==> src/hdl/dfqs_pkg.sv <==
// ----------------------------------------------------------------------------
// Deduplicating FIFO queue package
// Shared widths, command and status codes, state type and cell control.
// ----------------------------------------------------------------------------
`default_nettype none

package dfqs_pkg;

  localparam int unsigned DEPTH     = 64;
  localparam int unsigned ID_WIDTH  = 16;
  localparam int unsigned ID_PORT_W = 16;
  localparam int unsigned POS_W     = 7;
  localparam int unsigned STATUS_W  = 3;
  localparam int unsigned CMD_W     = 2;

  typedef enum logic [CMD_W-1:0] {
    CMD_ENQ = 2'd0,
    CMD_DEQ = 2'd1,
    CMD_REM = 2'd2,
    CMD_POS = 2'd3
  } cmd_e;

  typedef enum logic [STATUS_W-1:0] {
    ST_ADDED    = 3'd0,
    ST_PRESENT  = 3'd1,
    ST_FULL     = 3'd2,
    ST_DONE     = 3'd3,
    ST_NOTFOUND = 3'd4,
    ST_EMPTY    = 3'd5,
    ST_BADID    = 3'd6
  } status_e;

  typedef enum logic [1:0] {
    S_IDLE,
    S_SEARCH,
    S_APPLY
  } state_e;

  typedef struct packed {
    logic shift;
    logic load;
  } cell_ctrl_t;

endpackage

`default_nettype wire

==> src/hdl/dfqs_cell.sv <==
// ----------------------------------------------------------------------------
// Queue cell
// Holds one slot; compares it with the search key, takes the neighbour's
// slot on a shift, or loads a new identifier at the tail.
// ----------------------------------------------------------------------------
`default_nettype none

module dfqs_cell #(
  parameter int unsigned IdWidth = dfqs_pkg::ID_WIDTH
) (
  input  wire logic                    clk_i,
  input  wire logic                    rst_ni,
  input  wire dfqs_pkg::cell_ctrl_t    ctrl_i,
  input  wire logic [IdWidth-1:0]      key_i,
  input  wire logic                    nbr_valid_i,
  input  wire logic [IdWidth-1:0]      nbr_id_i,
  output logic                         valid_o,
  output logic [IdWidth-1:0]           id_o,
  output logic                         match_o
);

  logic               valid_q, valid_d;
  logic [IdWidth-1:0] id_q, id_d;

  always_comb begin
    valid_d = valid_q;
    id_d    = id_q;
    if (ctrl_i.shift) begin
      valid_d = nbr_valid_i;
      id_d    = nbr_id_i;
    end else if (ctrl_i.load) begin
      valid_d = 1'b1;
      id_d    = key_i;
    end
  end

  always_ff @(posedge clk_i or negedge rst_ni) begin
    if (!rst_ni) begin
      valid_q <= 1'b0;
    end else begin
      valid_q <= valid_d;
    end
  end

  always_ff @(posedge clk_i) begin
    id_q <= id_d;
  end

  assign valid_o = valid_q;
  assign id_o    = id_q;
  assign match_o = valid_q && (id_q == key_i);

endmodule

`default_nettype wire

==> src/hdl/dedup_fifo_queue_with_search_top.sv <==
// ----------------------------------------------------------------------------
// Deduplicating FIFO queue with search and remove
// Ordered queue of unique nonzero identifiers held in a row of cells.
// ----------------------------------------------------------------------------
// Usage:
//   Command channel: cmd_i and patient_id_i are taken at a rising edge with
//   start high and busy low. busy stays high while the command is worked on.
//   Result channel: done_o marks one cycle in which status_o, out_id_o,
//   position_o and occupancy_o hold the result; the receiver cannot stall it.
//   Steps: the accepting edge registers the command, the search state
//   registers the hit flag and the match index encoded from all cells, and
//   the apply state shifts or loads the cells and registers the result.
//   The block takes no new command until the previous result is shown;
//   the next command may be taken in the cycle in which the previous
//   result is shown.
//   Every cell compares its slot with the key in parallel, and a removal
//   shifts all later cells up by one at once.
//   Reset: the queue is empty, busy and done_o are low.
// ----------------------------------------------------------------------------
`default_nettype none

module dedup_fifo_queue_with_search_top #(
  parameter int unsigned Depth   = dfqs_pkg::DEPTH,
  parameter int unsigned IdWidth = dfqs_pkg::ID_WIDTH
) (
  input  wire logic                            clk_i,
  input  wire logic                            rst_ni,
  input  wire logic                            start,
  output logic                                 busy,
  input  wire logic [dfqs_pkg::CMD_W-1:0]      cmd_i,
  input  wire logic [dfqs_pkg::ID_PORT_W-1:0]  patient_id_i,
  output logic                                 done_o,
  output logic [dfqs_pkg::STATUS_W-1:0]        status_o,
  output logic [dfqs_pkg::ID_PORT_W-1:0]       out_id_o,
  output logic [dfqs_pkg::POS_W-1:0]           position_o,
  output logic [dfqs_pkg::POS_W-1:0]           occupancy_o
);

  localparam int unsigned IdxW = (Depth > 1) ? $clog2(Depth) : 1;
  localparam int unsigned CntW = $clog2(Depth + 1);

  dfqs_pkg::state_e  state_q, state_d;
  dfqs_pkg::cmd_e    cmd_q;
  logic [IdWidth-1:0] key_q;
  logic [CntW-1:0]   count_q, count_d;
  logic              hit_q;
  logic [IdxW-1:0]   k_q;
  logic [IdxW-1:0]   k_enc;

  logic              shift_req;
  logic [IdxW-1:0]   shift_k;
  logic              load_req;

  logic                          done_q, done_d;
  dfqs_pkg::status_e             status_q, status_d;
  logic [IdWidth-1:0]            oid_q, oid_d;
  logic [CntW-1:0]               pos_q, pos_d;

  logic                          accept;

  logic                          cell_valid [Depth+1];
  logic [IdWidth-1:0]            cell_id    [Depth+1];
  logic [Depth-1:0]              match;
  dfqs_pkg::cell_ctrl_t          cell_ctrl  [Depth];

  assign accept = start && !busy;
  assign busy   = (state_q != dfqs_pkg::S_IDLE);

  // tail neighbour of the last cell is always empty
  assign cell_valid[Depth] = 1'b0;
  assign cell_id[Depth]    = '0;

  for (genvar g = 0; g < Depth; g++) begin : g_cell
    assign cell_ctrl[g].shift = shift_req && (IdxW'(g) >= shift_k);
    assign cell_ctrl[g].load  = load_req && (CntW'(g) == count_q);

    dfqs_cell #(
      .IdWidth (IdWidth)
    ) u_cell (
      .clk_i       (clk_i),
      .rst_ni      (rst_ni),
      .ctrl_i      (cell_ctrl[g]),
      .key_i       (key_q),
      .nbr_valid_i (cell_valid[g+1]),
      .nbr_id_i    (cell_id[g+1]),
      .valid_o     (cell_valid[g]),
      .id_o        (cell_id[g]),
      .match_o     (match[g])
    );
  end

  // identifiers are unique, so at most one match bit is set
  always_comb begin
    k_enc = '0;
    for (int i = 0; i < Depth; i++) begin
      if (match[i]) begin
        k_enc = k_enc | IdxW'(i);
      end
    end
  end

  always_comb begin
    state_d   = state_q;
    count_d   = count_q;
    shift_req = 1'b0;
    shift_k   = k_q;
    load_req  = 1'b0;
    done_d    = 1'b0;
    status_d  = status_q;
    oid_d     = oid_q;
    pos_d     = pos_q;
    case (state_q)
      dfqs_pkg::S_IDLE: begin
        if (accept) begin
          state_d = dfqs_pkg::S_SEARCH;
        end
      end
      dfqs_pkg::S_SEARCH: begin
        state_d = dfqs_pkg::S_APPLY;
      end
      dfqs_pkg::S_APPLY: begin
        state_d = dfqs_pkg::S_IDLE;
        done_d  = 1'b1;
        oid_d   = '0;
        pos_d   = '0;
        if (cmd_q == dfqs_pkg::CMD_DEQ) begin
          if (count_q == '0) begin
            status_d = dfqs_pkg::ST_EMPTY;
          end else begin
            status_d  = dfqs_pkg::ST_DONE;
            oid_d     = cell_id[0];
            pos_d     = CntW'(1);
            shift_req = 1'b1;
            shift_k   = '0;
            count_d   = count_q - CntW'(1);
          end
        end else if (key_q == '0) begin
          status_d = dfqs_pkg::ST_BADID;
        end else if (cmd_q == dfqs_pkg::CMD_ENQ) begin
          if (count_q >= CntW'(Depth)) begin
            status_d = dfqs_pkg::ST_FULL;
          end else if (hit_q) begin
            status_d = dfqs_pkg::ST_PRESENT;
            oid_d    = key_q;
            pos_d    = CntW'(k_q) + CntW'(1);
          end else begin
            status_d = dfqs_pkg::ST_ADDED;
            oid_d    = key_q;
            pos_d    = count_q + CntW'(1);
            load_req = 1'b1;
            count_d  = count_q + CntW'(1);
          end
        end else if (!hit_q) begin
          status_d = dfqs_pkg::ST_NOTFOUND;
        end else begin
          status_d = dfqs_pkg::ST_DONE;
          oid_d    = key_q;
          pos_d    = CntW'(k_q) + CntW'(1);
          if (cmd_q == dfqs_pkg::CMD_REM) begin
            shift_req = 1'b1;
            count_d   = count_q - CntW'(1);
          end
        end
      end
      default: begin
        state_d = dfqs_pkg::S_IDLE;
      end
    endcase
  end

  always_ff @(posedge clk_i or negedge rst_ni) begin
    if (!rst_ni) begin
      state_q <= dfqs_pkg::S_IDLE;
      count_q <= '0;
      done_q  <= 1'b0;
    end else begin
      state_q <= state_d;
      count_q <= count_d;
      done_q  <= done_d;
    end
  end

  always_ff @(posedge clk_i) begin
    if (accept) begin
      cmd_q <= dfqs_pkg::cmd_e'(cmd_i);
      key_q <= IdWidth'(patient_id_i);
    end
    if (state_q == dfqs_pkg::S_SEARCH) begin
      hit_q <= |match;
      k_q   <= k_enc;
    end
    status_q <= status_d;
    oid_q    <= oid_d;
    pos_q    <= pos_d;
  end

  assign done_o      = done_q;
  assign status_o    = status_q;
  assign out_id_o    = dfqs_pkg::ID_PORT_W'(oid_q);
  assign position_o  = dfqs_pkg::POS_W'(pos_q);
  assign occupancy_o = dfqs_pkg::POS_W'(count_q);

  a_done_idle: assert property (@(posedge clk_i) disable iff (!rst_ni)
    done_o |-> !busy)
    else $error("result beat while busy");

  a_count_bound: assert property (@(posedge clk_i) disable iff (!rst_ni)
    count_q <= CntW'(Depth))
    else $error("occupancy above depth");

  a_accept_busy: assert property (@(posedge clk_i) disable iff (!rst_ni)
    accept |=> busy && !done_o)
    else $error("accepted command did not raise busy");

  a_unique_match: assert property (@(posedge clk_i) disable iff (!rst_ni)
    $onehot0(match))
    else $error("identifier held in more than one cell");

  a_head_valid: assert property (@(posedge clk_i) disable iff (!rst_ni)
    (count_q != '0) |-> cell_valid[0])
    else $error("head cell empty with nonzero occupancy");

endmodule

`default_nettype wire
==> config.mk <==
export PLATFORM = sky130hd
export DESIGN_NAME = dedup_fifo_queue_with_search_top
export DESIGN_NICKNAME = d
export VERILOG_FILES = /design/src/hdl/dfqs_pkg.sv /design/src/hdl/dfqs_cell.sv /design/src/hdl/dedup_fifo_queue_with_search_top.sv
export SDC_FILE = /design/constraint.sdc
export NUM_CORES = 2
export LEC_CHECK = 0
export BUFFER_PORTS_ARGS = -buffer_cell sky130_fd_sc_hd__buf_2
export CORE_MARGIN = 2
export CORE_UTILIZATION = 55
export CTS_CLUSTER_DIAMETER = 120
export DETAILED_ROUTE_END_ITERATION = 6
export GPL_TIMING_DRIVEN = 0
export PLACE_DENSITY_LB_ADDON = 0.12
export SKIP_LAST_GASP = 1
export SLEW_MARGIN = 10
export SYNTH_ARGS = -nofsm -noshare
export SYNTH_HDL_FRONTEND = slang
export SYNTH_HIERARCHICAL = 1
export SYNTH_SLANG_ARGS = --single-unit
==> constraint.sdc <==
create_clock -name clk_i -period 15 [get_ports clk_i]
set_clock_uncertainty 0.15 [all_clocks]
set_input_delay 2.25 -clock clk_i [delete_from_list [all_inputs] [get_ports clk_i]]
set_output_delay 2.25 -clock clk_i [all_outputs]
set_load 0.005 [all_outputs]
==> results.md <==
* Pre-CTS setup slack at 9.85 ns
* Syn Std Cell Area at around 62,000 um2
* Req. time, crit path at approximately 15 ns
* Initial antenna violation count at 8
* Pins Over Slew Limit at 0
* Worst-path clk slew at 0.06 ns
* Final ANT Viol Nets at 0
* Total grt overflow at 0
* Failing checks: design-rule violations
* Tcrit/Tclk final at 0.349
* Sequential Power Share at 0.462
* Final Power at around 8.4 mW
* Peak supply drop at ~92 uV
* Core Area at around 110,000 um2
* Hold Buf Count CTS at 0
* Number of synthesized flops with an enable pin at about 1,100
* Setup ws final at between 9 and 10 ns
* Gate power share at 0.160
* NetSw at roughly 2.1 mW
* Port Buffers at 55
* 1st-iter DRT viols at about 2,600
* Crit-path cells: buf_8 > buf_16 > buf_16 > nor4_1 > and4_1 > buf_6 > or4_4 > buf_6 > or4_4 > o21ai_0 > buf_2 > buf_2 > or2_2
* Time the worst path needs with I/O delays and setup at ~5.2 ns
* Last weighted congestion value of the routability-driven placer at 0.976
* Multi-input gate area at 26,700 um2
* Synth unique cells at 53
* Syn avg cell area at roughly 14 um2
* Worst-skew pair later-pin latency at 0.75 ns
* H-tree Lvls at 4
* Worst-margin pin slew at 1.21 ns
* Post-synthesis cell count at 4,422
* Setup-failing EPs final at 0
* Nets@finish at 4,788
* Layout cells sized above 1 at 0.347
* Routed len/inst at around 24 um
* DRC Markers at 4
* Max cap viols at 0
* Hold crit path type: reg2reg
* Critical Path Max Stage Delay at roughly 0.76 ns
* Cts bufs inserted at around 130
* Worst hold slack at 0.332 ns
* Sink Count at between 1,000 and 1,500
* Vias in the first global route at about 38,000
* YS warnings at 6
* Clk pwr share at 0.377
* Async S/R FF share, synth at 0.0644
* Hpwl dp at approximately 110,000 um
* DIE WIDTH at 339 um
* Fill count at around 8,000
* Post-synthesis sequential area ratio at 0.554
* Die area at around 110,000 um2
* Largest net degree at the start of global routing at 60
* Row count at about 120
* Count of cells resized by post-cts repair at 0
* Total negative setup slack at 0 ns
* Slew margin rel. at 0.186
* Via count at between 30,000 and 40,000
* Crit path max fanout at 16
* Register area at between 30,000 and 40,000 um2
* Worst-case clock buffer depth at 3
* Initial core utilization at 0.556
* RSZ-0062 raised after global routing: no
* Total track usage at 0.261
* Yosys top cell area share at 0.524
* Ys flop type: edfxtp_1
* Area grow syn2layout at 15.1%
* CTS tree: yes
* DR vias/cell at a little under 6
* Yosys reg bits at between 1,000 and 1,500
* Crit path DAT at ~5.5 ns
* Crit start category: flop
* Crit. End Element: flop
* I/O pin total at 56
* Power per Cell Area at 119 nW/um2
* CTS root buffer: clkbuf_16
* Hold Fails Final Rpt at 0
* First-pass GRT wire length at 230,000 um
* Setup Fix Bufs, Post-CTS at 0
* P_leak at around 23 nW
* WL final at about 150,000 um
* Cell-internal power at around 6.3 mW
* Drt first pass iters at 7
* Ant diodes at 0
* Switching portion of total power at 0.255
* Dominant cell type by area after synthesis: edfxtp_1
* Status: finished with violations
* Die H at about 340 um
* Slowest CP cell: edfxtp_1
* Peak Freq at around 190 MHz
* WS Path Type: reg2reg
* Top post-synthesis cells by area: edfxtp_1, mux2_2, xnor2_1
[kinds of logic (layout without fill, tap and decap cells)]
kind of cell / after synthesis / in the layout / share of synthesized area
flip-flops: 1149 / 1149 / 0.554
XOR/XNOR: 1039 / 1039 / 0.148
multiplexers: 1024 / 1024 / 0.187
AND/OR/NAND/NOR: 842 / 842 / 0.0782
AO/OA/AOI/OAI: 182 / 182 / 0.0176
buffers and inverters: 179 / 610 / 0.0140
adder cells (fa/ha/maj): 6 / 6 / 0.00122
other: 1 / 17 / 0.0000609
[power groups by stage]
stage / combinational (mW) / clock, mW / sequential, mW
6_report: 1.35 / 3.17 / 3.89
5_1_grt: 1.45 / 3.36 / 3.91
4_1_cts: 1.34 / 3.23 / 3.89
3_5_place_dp: 1.33 / 0 / 3.95
3_3_place_gp: 1.15 / 0 / 4.12
2_1_floorplan: 0.874 / 0 / 4.00
[worst max-delay path, delay by kind of cell (launching register included)]
family                 cells  cell delay [ns]
AOI/OAI and AO/OA          1             0.75
buffers and inverters      7             1.59
DFF                        1             0.76
and+or+nand+nor            5             1.60
[registers in the layout (all words and copies together) (netlist names)]
register,count
g_cell.u_cell/valid_o,64
g_cell.u_cell/id_o,1024
position_o,7
hit_q,1
status_o,3
cmd_q,2
out_id_o,16
state_q,2
key_q,16
k_q,6
occupancy_o,7
done_o,1
[per-layer routing]
layer / GRT usage / up-vias / part of all wire / wire (um)
met5: 0 / - / 0.00018 / 27
met3: 0.0393 / 238 / 0.052 / 7770
met1: 0.353 / 18400 / 0.44 / 65800
li1: - / 17200 / - / -
met2: 0.432 / 920 / 0.48 / 71400
met4: 0.0893 / 4 / 0.032 / 4780
[final cells by class]
class,count,area share
clock inverter,64,0.00900
tap,1488,0.0263
timing repair buffer,190,0.0435
multi-input combinational,3110,0.376
inverter,11,0.000583
clock buffer,177,0.0510
sequential,1149,0.482
buffer,168,0.0116
[synth_stat cells, types with 3 or more instances]
cell type and instances:
ha_1 6, o21ai_1 3, inv_1 11, dfrtp_1 74, o21ai_2 7, buf_6 3, nand2_1 167, nand2b_1 4
or4_1 4, edfxtp_1 1075, and2_1 4, nor3_1 18, nor4_1 88, mux2_2 1024, xnor2_1 774, a21oi_1 16
nand4_1 195, a22o_1 16, or2_2 65, nor4_2 64, or3_1 5, clkbuf_1 31, nor2_1 176, nand3_1 13
a22oi_1 5, xor2_1 265, buf_2 133, o21a_1 5, o21ai_0 114, nor3b_1 3, a21boi_0 3, and3_1 6
nor2b_1 17
[placed cells by master, fill, tap and decap left out, drive strengths merged, types with 4 or more instances in the layout]
cell | Yosys | routed
conb | 1 | 17
clkbuf | 31 | 208
nand4 | 195 | 195
nor3 | 20 | 20
nand2b | 4 | 4
bufinv | 0 | 10
a22o | 16 | 16
nor2b | 17 | 17
or4 | 6 | 6
o21ai | 124 | 124
xor2 | 265 | 265
nand3 | 13 | 13
o21a | 5 | 5
buf | 137 | 327
inv | 11 | 19
or3 | 6 | 6
clkinv | 0 | 43
nor2 | 176 | 176
nor4 | 152 | 152
ha | 6 | 6
mux2 | 1024 | 1024
xnor2 | 774 | 774
a22oi | 5 | 5
and3 | 6 | 6
or2 | 67 | 67
edfxtp | 1075 | 1075
dfrtp | 74 | 74
nand2 | 169 | 169
and2 | 4 | 4
a21oi | 16 | 16
[stage by stage]
step	std cells	area [um2]	utilization
finish	6357	70900	0.640
global route	6357	70900	0.640
CTS	6357	70900	0.640
detailed placement	6116	66600	0.601
global placement	5981	63800	0.576
floorplan	4438	61700	-
[worst paths after layout]
path / depth (start not counted) / slack (ns) / to / startpoint
max: 13 / 9.77 / g_cell[4].u_cell/id_o[3]$_DFFE_PP_ / key_q[1]$_DFFE_PP_
min: 1 / 0.33 / state_q[1]$_DFFE_PN0P_ / state_q[1]$_DFFE_PN0P_
max reg2reg: 13 / 9.77 / g_cell[4].u_cell/id_o[3]$_DFFE_PP_ / key_q[1]$_DFFE_PP_
min reg2reg: 1 / 0.33 / state_q[1]$_DFFE_PN0P_ / state_q[1]$_DFFE_PN0P_
max in group asynchronous: 2 / 12.78 / g_cell[46].u_cell/valid_o$_DFFE_PN0P_ / rst_ni
min in group asynchronous: 1 / 1.21 / g_cell[0].u_cell/valid_o$_DFFE_PN0P_ / rst_ni
No activity file was read; power rests on OpenSTA's default activity.
